## config.mk

```make
export PLATFORM = sky130hd
export DESIGN_NAME = vertex_component_to_float_convert_top
export DESIGN_NICKNAME = d
export VERILOG_FILES = /design/src/rtl/core/vcf_pkg.sv /design/src/rtl/core/vertex_component_to_float_convert_top.sv /design/src/rtl/core/vcf_decode.sv /design/src/rtl/core/vcf_norm.sv /design/src/rtl/core/vcf_round.sv
export SDC_FILE = /design/constraint.sdc
export NUM_CORES = 1
export LEC_CHECK = 0
export ABC_AREA = 1
export BUFFER_PORTS_ARGS = -buffer_cell sky130_fd_sc_hd__buf_4
export CAP_MARGIN = 30
export CELL_PAD_IN_SITES_DETAIL_PLACEMENT = 1
export CELL_PAD_IN_SITES_GLOBAL_PLACEMENT = 1
export CORE_AREA = 2 2 200 202
export DETAILED_ROUTE_END_ITERATION = 12
export DIE_AREA = 0 0 202 204
export HOLD_SLACK_MARGIN = 0.1
export PLACE_DENSITY = 0.82
export SETUP_SLACK_MARGIN = 0.3
export SLEW_MARGIN = 20
export SYNTH_ARGS = -nofsm -noshare
export SYNTH_HDL_FRONTEND = slang
export SYNTH_SLANG_ARGS = --single-unit
```

## constraint.sdc

```tcl
create_clock -name clk -period 9.9 [get_ports clk]
set_clock_uncertainty 0.15 [all_clocks]
set_input_delay 1.98 -clock clk [delete_from_list [all_inputs] [get_ports clk]]
set_output_delay 1.98 -clock clk [all_outputs]
set_load 0.005 [all_outputs]
```

## src/rtl/core/vcf_pkg.sv

```systemverilog
// shared types and constants of the vertex component converter
`default_nettype none
package vcf_pkg;

    localparam int RawW   = 32;
    localparam int FloatW = 32;
    localparam int IdxW   = 16;
    localparam int KindW  = 3;
    localparam int CfgW   = 3;
    localparam int StrW   = 64;
    localparam int ShW    = 6;
    localparam int ExpW   = 8;
    localparam int OutW   = 56;

    localparam logic [KindW-1:0] KIND_INT8    = 3'd0;
    localparam logic [KindW-1:0] KIND_UINT8   = 3'd1;
    localparam logic [KindW-1:0] KIND_INT16   = 3'd2;
    localparam logic [KindW-1:0] KIND_UINT16  = 3'd3;
    localparam logic [KindW-1:0] KIND_UINT32  = 3'd4;
    localparam logic [KindW-1:0] KIND_FLOAT32 = 3'd5;

    localparam logic CFG_KIND = 1'b0;
    localparam logic CFG_NORM = 1'b1;

    localparam logic [FloatW-1:0] FLOAT_ONE = 32'h3F80_0000;
    localparam logic [ExpW-1:0]   EXP_BIAS  = 8'd127;

    typedef enum logic [2:0] {
        MODE_ZERO,
        MODE_PASS,
        MODE_INT,
        MODE_RATIO,
        MODE_ONE
    } mode_t;

    // decode stage result
    typedef struct packed {
        mode_t             mode;
        logic              neg;
        logic              sgn;
        logic              wide;
        logic [RawW-1:0]   mag;
        logic [IdxW-1:0]   idx;
        logic              bad;
    } dec_t;

    // normalize stage result
    typedef struct packed {
        mode_t             mode;
        logic              neg;
        logic [StrW-1:0]   word;
        logic [ShW-1:0]    shift;
        logic [ExpW-1:0]   expo;
        logic [RawW-1:0]   raw;
        logic [IdxW-1:0]   idx;
        logic              bad;
    } nrm_t;

endpackage
`default_nettype wire

```

## src/rtl/core/vertex_component_to_float_convert_top.sv

```systemverilog
// top level of the vertex component to float converter
//
//  channel  | direction | word contents (lowest bit up)
//  s_*      | in        | raw_component[31:0]
//  m_*      | out       | float_bits[31:0], index_value[47:32], index_incompatible[48]
//  cfg_*    | in        | addr 0 component_kind, addr 1 normalize_enable
//
// three register stages: decode, leading one search, align and round
// one word per cycle while not stalled; m_tvalid rises once the round stage holds the word
// the three stages advance together while the output register is empty or taken
// reset clears stage valids, kind resets to float32, normalize off
`default_nettype none
module vertex_component_to_float_convert_top
(
    input  wire logic                        clk,
    input  wire logic                        rst_n,
    input  wire logic                        s_tvalid,
    output logic                             s_tready,
    input  wire logic [vcf_pkg::RawW-1:0]    s_tdata,   // raw_component
    output logic                             m_tvalid,
    input  wire logic                        m_tready,
    output logic [vcf_pkg::OutW-1:0]         m_tdata,   // float_bits, index_value, index_incompatible
    input  wire logic                        cfg_we,
    input  wire logic                        cfg_addr,
    input  wire logic [vcf_pkg::CfgW-1:0]    cfg_wdata
);

    logic [vcf_pkg::KindW-1:0] kind_reg;
    logic                      norm_reg;
    logic                      adv;
    logic                      v1;
    logic                      v2;
    vcf_pkg::dec_t             dec;
    vcf_pkg::nrm_t             nrm;

    // whole pipe moves when the output slot frees up
    assign adv      = !m_tvalid || m_tready;
    assign s_tready = adv;

    // configuration registers
    always_ff @(posedge clk or negedge rst_n)
    begin
        if (!rst_n)
        begin
            kind_reg <= vcf_pkg::KIND_FLOAT32;
            norm_reg <= 1'b0;
        end
        else if (cfg_we)
        begin
            case (cfg_addr)
                vcf_pkg::CFG_KIND: kind_reg <= cfg_wdata;
                vcf_pkg::CFG_NORM: norm_reg <= cfg_wdata[0];
                default:           kind_reg <= kind_reg;
            endcase
        end
    end

    vcf_decode u_dec
    (
        .clk       (clk),
        .rst_n     (rst_n),
        .adv       (adv),
        .in_valid  (s_tvalid),
        .raw       (s_tdata),
        .kind      (kind_reg),
        .norm      (norm_reg),
        .valid_reg (v1),
        .dec_reg   (dec)
    );

    vcf_norm u_nrm
    (
        .clk       (clk),
        .rst_n     (rst_n),
        .adv       (adv),
        .in_valid  (v1),
        .dec       (dec),
        .valid_reg (v2),
        .nrm_reg   (nrm)
    );

    vcf_round u_rnd
    (
        .clk       (clk),
        .rst_n     (rst_n),
        .adv       (adv),
        .in_valid  (v2),
        .nrm       (nrm),
        .valid_reg (m_tvalid),
        .data_reg  (m_tdata)
    );

endmodule
`default_nettype wire

```

## src/rtl/core/vcf_decode.sv

```systemverilog
// stage one: kind decode, magnitude and index path
`default_nettype none
module vcf_decode
(
    input  wire logic                      clk,
    input  wire logic                      rst_n,
    input  wire logic                      adv,
    input  wire logic                      in_valid,
    input  wire logic [vcf_pkg::RawW-1:0]  raw,
    input  wire logic [vcf_pkg::KindW-1:0] kind,
    input  wire logic                      norm,
    output logic                           valid_reg,
    output vcf_pkg::dec_t                  dec_reg
);

    vcf_pkg::dec_t dec_next;
    logic [7:0]    m8;
    logic [15:0]   m16;

    always_comb
    begin
        m8  = 8'(~raw[7:0] + 8'd1);
        m16 = 16'(~raw[15:0] + 16'd1);
        dec_next      = '0;
        dec_next.mode = vcf_pkg::MODE_ZERO;
        dec_next.bad  = 1'b1;
        case (kind)
            vcf_pkg::KIND_INT8:
            begin
                dec_next.neg  = raw[7];
                dec_next.sgn  = 1'b1;
                dec_next.mag  = {24'd0, raw[7] ? m8 : raw[7:0]};
                dec_next.mode = norm ? vcf_pkg::MODE_RATIO : vcf_pkg::MODE_INT;
                if (norm && dec_next.mag >= 32'd127)
                    dec_next.mode = vcf_pkg::MODE_ONE;
            end
            vcf_pkg::KIND_UINT8:
            begin
                dec_next.mag  = {24'd0, raw[7:0]};
                dec_next.mode = norm ? vcf_pkg::MODE_RATIO : vcf_pkg::MODE_INT;
                if (norm && raw[7:0] == 8'hFF)
                    dec_next.mode = vcf_pkg::MODE_ONE;
                dec_next.idx  = {8'd0, raw[7:0]};
                dec_next.bad  = 1'b0;
            end
            vcf_pkg::KIND_INT16:
            begin
                dec_next.neg  = raw[15];
                dec_next.sgn  = 1'b1;
                dec_next.wide = 1'b1;
                dec_next.mag  = {16'd0, raw[15] ? m16 : raw[15:0]};
                dec_next.mode = norm ? vcf_pkg::MODE_RATIO : vcf_pkg::MODE_INT;
                if (norm && dec_next.mag >= 32'd32767)
                    dec_next.mode = vcf_pkg::MODE_ONE;
            end
            vcf_pkg::KIND_UINT16:
            begin
                dec_next.wide = 1'b1;
                dec_next.mag  = {16'd0, raw[15:0]};
                dec_next.mode = norm ? vcf_pkg::MODE_RATIO : vcf_pkg::MODE_INT;
                if (norm && raw[15:0] == 16'hFFFF)
                    dec_next.mode = vcf_pkg::MODE_ONE;
                dec_next.idx  = raw[15:0];
                dec_next.bad  = 1'b0;
            end
            vcf_pkg::KIND_UINT32:
            begin
                dec_next.mag  = raw;
                dec_next.mode = vcf_pkg::MODE_INT;
                dec_next.idx  = raw[15:0];
                dec_next.bad  = (raw[31:16] != 16'd0);
            end
            vcf_pkg::KIND_FLOAT32:
            begin
                dec_next.mag  = raw;
                dec_next.mode = vcf_pkg::MODE_PASS;
            end
            default:
            begin
                dec_next.mode = vcf_pkg::MODE_ZERO;
            end
        endcase
        // zero magnitude always gives positive zero
        if ((dec_next.mode == vcf_pkg::MODE_INT || dec_next.mode == vcf_pkg::MODE_RATIO)
            && dec_next.mag == '0)
            dec_next.mode = vcf_pkg::MODE_ZERO;
    end

    always_ff @(posedge clk or negedge rst_n)
    begin
        if (!rst_n)
            valid_reg <= 1'b0;
        else if (adv)
            valid_reg <= in_valid;
    end

    always_ff @(posedge clk)
    begin
        if (adv)
            dec_reg <= dec_next;
    end

endmodule
`default_nettype wire

```

## src/rtl/core/vcf_norm.sv

```systemverilog
// stage two: leading one search, bit stream and exponent
`default_nettype none
module vcf_norm
(
    input  wire logic          clk,
    input  wire logic          rst_n,
    input  wire logic          adv,
    input  wire logic          in_valid,
    input  wire vcf_pkg::dec_t dec,
    output logic               valid_reg,
    output vcf_pkg::nrm_t      nrm_reg
);

    vcf_pkg::nrm_t nrm_next;
    logic [4:0]    pos;
    logic [69:0]   rep7;
    logic [74:0]   rep15;

    always_comb
    begin
        pos = '0;
        for (int i = 0; i < vcf_pkg::RawW; i++)
        begin
            if (dec.mag[i])
                pos = 5'(i);
        end
        rep7  = {10{dec.mag[6:0]}};
        rep15 = {5{dec.mag[14:0]}};
        nrm_next      = '0;
        nrm_next.mode = dec.mode;
        nrm_next.neg  = dec.neg;
        nrm_next.raw  = dec.mag;
        nrm_next.idx  = dec.idx;
        nrm_next.bad  = dec.bad;
        if (dec.mode == vcf_pkg::MODE_RATIO)
        begin
            // n / (2^w - 1) is the w-bit pattern of n repeated forever,
            // laid out from bit 63 down starting on a pattern boundary
            if (dec.wide && dec.sgn)
            begin
                nrm_next.word  = rep15[74:11];
                nrm_next.shift = 6'(5'd14 - pos);
                nrm_next.expo  = vcf_pkg::EXP_BIAS + 8'(pos) - 8'd15;
            end
            else if (dec.wide)
            begin
                nrm_next.word  = {4{dec.mag[15:0]}};
                nrm_next.shift = 6'(5'd15 - pos);
                nrm_next.expo  = vcf_pkg::EXP_BIAS + 8'(pos) - 8'd16;
            end
            else if (dec.sgn)
            begin
                nrm_next.word  = rep7[69:6];
                nrm_next.shift = 6'(5'd6 - pos);
                nrm_next.expo  = vcf_pkg::EXP_BIAS + 8'(pos) - 8'd7;
            end
            else
            begin
                nrm_next.word  = {8{dec.mag[7:0]}};
                nrm_next.shift = 6'(5'd7 - pos);
                nrm_next.expo  = vcf_pkg::EXP_BIAS + 8'(pos) - 8'd8;
            end
        end
        else
        begin
            nrm_next.word  = {dec.mag, 32'd0};
            nrm_next.shift = 6'(5'd31 - pos);
            nrm_next.expo  = vcf_pkg::EXP_BIAS + 8'(pos);
        end
    end

    always_ff @(posedge clk or negedge rst_n)
    begin
        if (!rst_n)
            valid_reg <= 1'b0;
        else if (adv)
            valid_reg <= in_valid;
    end

    always_ff @(posedge clk)
    begin
        if (adv)
            nrm_reg <= nrm_next;
    end

endmodule
`default_nettype wire

```

## src/rtl/core/vcf_round.sv

```systemverilog
// stage three: align, round to nearest even, pack the output word
`default_nettype none
module vcf_round
(
    input  wire logic                     clk,
    input  wire logic                     rst_n,
    input  wire logic                     adv,
    input  wire logic                     in_valid,
    input  wire vcf_pkg::nrm_t            nrm,
    output logic                          valid_reg,
    output logic [vcf_pkg::OutW-1:0]      data_reg
);

    logic [vcf_pkg::StrW-1:0]   al;
    logic [24:0]                sum;
    logic                       up;
    logic [vcf_pkg::FloatW-1:0] fbits;

    always_comb
    begin
        // leading one lands on bit 63, the repeated pattern still fills the sticky bits
        al  = nrm.word << nrm.shift;
        up  = al[39] & ((|al[38:0]) | al[40]);
        sum = {1'b0, al[63:40]} + 25'(up);
        case (nrm.mode)
            vcf_pkg::MODE_PASS:  fbits = nrm.raw;
            vcf_pkg::MODE_ONE:   fbits = vcf_pkg::FLOAT_ONE | {nrm.neg, 31'd0};
            vcf_pkg::MODE_INT,
            vcf_pkg::MODE_RATIO: fbits = {nrm.neg, nrm.expo + 8'(sum[24]), sum[22:0]};
            default:             fbits = '0;
        endcase
    end

    always_ff @(posedge clk or negedge rst_n)
    begin
        if (!rst_n)
            valid_reg <= 1'b0;
        else if (adv)
            valid_reg <= in_valid;
    end

    always_ff @(posedge clk)
    begin
        if (adv)
            data_reg <= {7'd0, nrm.bad, nrm.idx, fbits};
    end

endmodule
`default_nettype wire

```

==> results.yml, run 1 <==
synthesis:
  ys_warn_count: 0
  ys_ff_latch: 241
  synth.cells.most_frequent: "nand2_1 (496), inv_1 (242), edfxtp_1 (234)"
  synth_area_per_cell_um2: 7.89
  synth_edf_count: 234
  async_flop_share: 0.0290
  yosysTopAreaCell: "edfxtp_1"
  post-synth-top-count-cell: "nand2_1"
  synthFlopType: "edfxtp_1"
  synth.cell_area_um2: 15400
  syn_inst: 1956
  synthDistinctLibCells: 58
  synth_top_area_share: 0.455
  ys_seq_area_frac: 0.467
  netlist_top_cells_area: "edfxtp_1 (46%), nand2_1 (12%), o21ai_0 (6.2%)"
floorplanning:
  ioPinCount: 99
  num_rows: 73
  die_area_um2: 41200
  die_h_um: 204
  start_util: 0.394
  die_x_um: 202
  coreArea_um2: 39200
power_and_ir_drop:
  ir_worst_vdd_mv: 0.167
  powerDensity_nw_per_um2: 303
  p_leak_nw: 7.51
setup_path:
  critPathCapture: "u_rnd.data_reg[30]"
  critPathKind: "flop to flop"
  max_stage_delay_ns: 0.83
  r2r_start: "u_nrm.nrm_reg[49]"
  cp_top_family: "simple AND/OR/NAND/NOR gates"
  cp_slowest_cell: "edfxtp_1"
  cpMostUsedCell: "nand2_1"
  r2r_slack_ns: 3.22
  worstPathMaxFanout: 55
  cp_data_required_time_ns: 10.06
  crit_cells: 34
  startpoint: "u_nrm.nrm_reg[49]"
  r2r_end: "u_rnd.data_reg[30]"
  r2r_cells: 34
  setup.worst_path.start_class: "flop"
  cp_num_buf_inv: 3
  endpoint_kind: "flop"
  cp.arrival_ns: 6.84
global_route:
  track_usage: 0.250
  grt_first_pass_wirelength_um: 80800
  antenna_found_initial: 0
  grt_pass1_vias: 14000
  grt_max_degree: 197
  grt_overflow: 0
timing:
  whs_ns: 0.267
  fmax_mhz: 150
  min_period_ns: 6.68
  fin_crit_sh: 0.675
  drv_slew: 0
  setup_viol_count_final: 0
  timing_hold_violations_final: 0
  relSlewSlack: 0.393
  rsz0062_at_grt: "false"
  worst_pin_slew_ns: 0.901
  fin_setup_tns_ns: 0
routing:
  drt_iter0_markers: 1175
  avgRoutedWirePerCell_um: 20.7
  wirelength_um: 52700
  drtPass1Iterations: 5
  drc: 0
  ant_nets: 0
  drt-vias-per-instance: 5.51
  vias: 14000
place:
  placed_area_um2: 16400
  portBuffers: 91
  dp.cells: 2490
  place_congestion: 0.945
  dpl.hpwl_um: 40000
final_layout:
  final_cells: 2546
  largest_register_ff_count: 130
  fin_area_um2: 17500
  drive_gt1_frac: 0.0926
  fin_util: 0.445
  layout.nets: 2055
  syn_to_final_growth_pct: 13.1
clocking:
  path_clk_slew_ns: 0.07
  ctsHtreeMaxLevel: 1
  ctsLongestPathBuffers: 3
  cts_buffers: 27
  post_cts_resized: 0
  cts_tree: "built"
  cts_root_buf: "clkbuf_16"
  clock_latency_ns: 0.56
  cts_setup_buffers: 0
  holdBufCountCts: 0
  clock-sinks: 241
flow_run:
  drv_cap: 0
worst_hold_path:
  min_path_type: "flop to flop"
run_status:
  outcome: "complete, no violations"
==> layout make-up <==
cell class,count,area (um^2)
antenna,1,2.50
clock buffer,34,702
clock inverter,16,260
fill,4802,21700
inverter,253,955
multi-input combinational,1366,6780
sequential,241,7200
tap,525,657
timing repair buffer,110,888
==> layout by cell type, fill, tap and decap left out, drive strengths merged, types with 3 or more instances in the layout <==
cell	instances
a21oi	54
a221oi	3
a22o	4
a22oi	3
a31oi	20
a32o	9
a32oi	19
and3	3
buf	110
bufinv	7
clkbuf	34
clkinv	13
conb	7
dfrtp	5
edfxtp	234
ha	15
inv	247
mux2i	20
nand2	500
nand3	74
nand4	22
nor2	197
nor3	21
nor4	25
o211ai	18
o21a	9
o21ai	268
o22ai	12
o311ai	4
o31ai	19
or2	9
xor2	15
==> stage by stage <==
step	power, mW	worst slack (ns)
floorplan	3.31	0.745
global placement	4.08	3.73
detailed placement	4.14	3.37
CTS	5.25	3.26
global route	5.64	2.53
finish	5.29	3.22
==> where the power goes <==
group          switching, mW  leakage, nW  total [mW]  internal [mW]
combinational           1.73         4.48        2.47          0.737
sequential             0.204         2.56        1.72           1.52
clock                  0.415        0.461        1.10          0.684
total                   2.35         7.51        5.29           2.94
==> logic make-up (layout without fill, tap and decap cells) <==
kind of cell,Yosys count,in the layout,synth area share
compound gates,454,454,0.172
xor+xnor,17,17,0.00965
fa+ha+maj,15,15,0.0122
buf+inv,355,413,0.0957
flops,241,241,0.467
mux,21,21,0.0137
other cells,1,8,0.000243
simple gates,852,852,0.230
==> worst reg2reg max path, delay by kind of cell (launching register included) <==
family                   cells  cell delay (ns)
AO/OA/AOI/OAI                5             0.86
AND/OR/NAND/NOR             24             3.29
flip-flops                   1             0.83
buffers and inverters        3             0.86
adder cells (fa/ha/maj)      2             0.46
==> per-layer routing <==
metal	GRT usage	up-vias	wire length, um
met5	0	-	0
met1	0.327	6806	22900
met3	0.0226	101	2430
met4	0.0924	0	1990
met2	0.432	393	25300
li1	-	6734	-
==> worst min-delay path by stage <==
stage,start,endpoint,slack [ns],depth (start not counted)
final,u_nrm.nrm_reg[10],u_rnd.data_reg[41],0.27,0
after global routing,u_nrm.nrm_reg[2],u_rnd.data_reg[33],0.27,0
after CTS,u_nrm.nrm_reg[11],u_rnd.data_reg[42],0.27,0
after detailed placement,u_dec.dec_reg[10],u_nrm.nrm_reg[10],0.26,0
after global placement,u_dec.dec_reg[10],u_nrm.nrm_reg[10],0.25,0
after floorplan,u_dec.dec_reg[0],u_nrm.nrm_reg[0],0.25,0
No activity file was read; power rests on OpenSTA's default activity.
==> inputs of run 2 (changes only) <==
==> constraint.sdc (replaced) <==
create_clock -name clk -period 6.7 [get_ports clk]
set_clock_uncertainty 0.15 [all_clocks]
set_input_delay 1.34 -clock clk [delete_from_list [all_inputs] [get_ports clk]]
set_output_delay 1.34 -clock clk [all_outputs]
set_load 0.005 [all_outputs]
==> results.yml, run 2 (synthesized netlist as in run 1, its figures left out) <==
setup_path:
  crit_cells: 33
  r2r_cells: 33
  worstPathMaxFanout: 35
  cp_data_required_time_ns: 6.87
  cp.arrival_ns: 6.04
  max_stage_delay_ns: 0.54
  cp_num_buf_inv: 3
  endpoint_kind: "flop"
  setup.worst_path.start_class: "flop"
  cp_slowest_cell: "edfxtp_1"
  cp_top_family: "simple AND/OR/NAND/NOR gates"
  critPathKind: "flop to flop"
clocking:
  clock-sinks: 241
  clock_latency_ns: 0.56
  cts_root_buf: "clkbuf_16"
  holdBufCountCts: 0
  cts_tree: "built"
  path_clk_slew_ns: 0.06
  cts_buffers: 28
  ctsLongestPathBuffers: 3
  ctsHtreeMaxLevel: 1
global_route:
  grt_max_degree: 108
  track_usage: 0.256
  grt_first_pass_wirelength_um: 82700
  grt_pass1_vias: 14500
  grt_overflow: 0
  antenna_found_initial: 0
final_layout:
  largest_register_ff_count: 130
  syn_to_final_growth_pct: 13.2
  n_antenna_cell: 0
  drive_gt1_frac: 0.0996
  final_cell_mix: "nand2_1 (495), inv_1 (242), edfxtp_1 (234), o21ai_0 (190), nor2_1 (190)"
  final_common_cell: "nand2_1"
  fin_util: 0.446
  layout.nets: 2064
power_and_ir_drop:
  p_leak_nw: 7.52
  powerDensity_nw_per_um2: 446
  ir_worst_vdd_mv: 0.317
timing:
  fin_crit_sh: 0.877
  fin_setup_tns_ns: 0
  timing_hold_violations_final: 0
  fmax_mhz: 170
  min_period_ns: 5.88
  relSlewSlack: 0.384
  whs_ns: 0.268
  setup_viol_count_final: 0
  drv_slew: 0
  rsz0062_at_grt: "true"
  worst_pin_slew_ns: 0.916
place:
  dpl.hpwl_um: 41100
  portBuffers: 91
  place_congestion: 0.967
routing:
  avgRoutedWirePerCell_um: 21.0
  drtPass1Iterations: 5
  wirelength_um: 53700
  vias: 14300
  ant_nets: 0
  drt_iter0_markers: 1216
  drt-vias-per-instance: 5.61
  drc: 0
floorplanning:
  coreArea_um2: 39200
  ioPinCount: 99
  die_x_um: 202
  start_util: 0.394
  die_area_um2: 41200
  die_h_um: 204
  num_rows: 73
flow_run:
  drv_cap: 0
run_status:
  outcome: "complete, no violations"
worst_hold_path:
  hold_path_depth: 0
  min_path_type: "flop to flop"
## run 2: cell count changes in the layout (fill, tap and decap cells not counted), sizes merged
cell      previous run  this run
diode                1         0
clkbuf              34        31
clkinv              13        20
buf                110       118
inv                247       246
clkinvlp             2         4
bufinv               7         3
## run 2: worst paths after layout
kind | startpoint | slack [ns] | endpoint
min reg2reg | u_nrm.nrm_reg[5] | 0.27 | u_rnd.data_reg[36]
max | u_nrm.nrm_reg[49] | 0.82 | u_rnd.data_reg[30]
min | u_nrm.nrm_reg[5] | 0.27 | u_rnd.data_reg[36]
min in group asynchronous | rst_n | 0.44 | kind_reg[1]
max in group asynchronous | rst_n | 5.76 | kind_reg[2]
max reg2reg | u_nrm.nrm_reg[49] | 0.82 | u_rnd.data_reg[30]
## run 2: stage by stage
step	instance area, um^2	setup WS [ns]	std cells	total power, mW
final	17500	0.824	2554	7.78
after global routing	17500	0.245	2554	8.29
after CTS	17400	0.448	2549	7.71
after detailed placement	16500	0.550	2498	6.16
after global placement	16500	0.936	2498	6.06
after floorplan	15500	1.02	1962	4.86
## run 2: timing repair
action / 4_1_cts / 5_1_grt
endpoints found under the setup margin: 0 / 7
setup buffers: 0 / 4
gates resized for setup: 0 / 6
## run 2: final cells by class
class | count | area (um^2)
Timing Repair Buffer | 118 | 906
Fill cell | 4776 | 21700
Inverter | 253 | 957
Tap cell | 525 | 657
Sequential cell | 241 | 7200
Clock buffer | 31 | 733
Multi-Input combinational cell | 1366 | 6800
Clock inverter | 20 | 199
## run 2: per-layer routing
metal	routed length (um)	track usage	vias up
met5	0	0	-
met4	2310	0.104	0
met3	2610	0.0301	139
met2	25800	0.445	465
met1	23000	0.325	6972
li1	-	-	6756
## run 2: report_power, final
part	total [mW]	internal, mW	switching, mW
sequential	2.55	2.24	0.303
combinational	3.71	1.10	2.61
clock	1.52	0.905	0.619
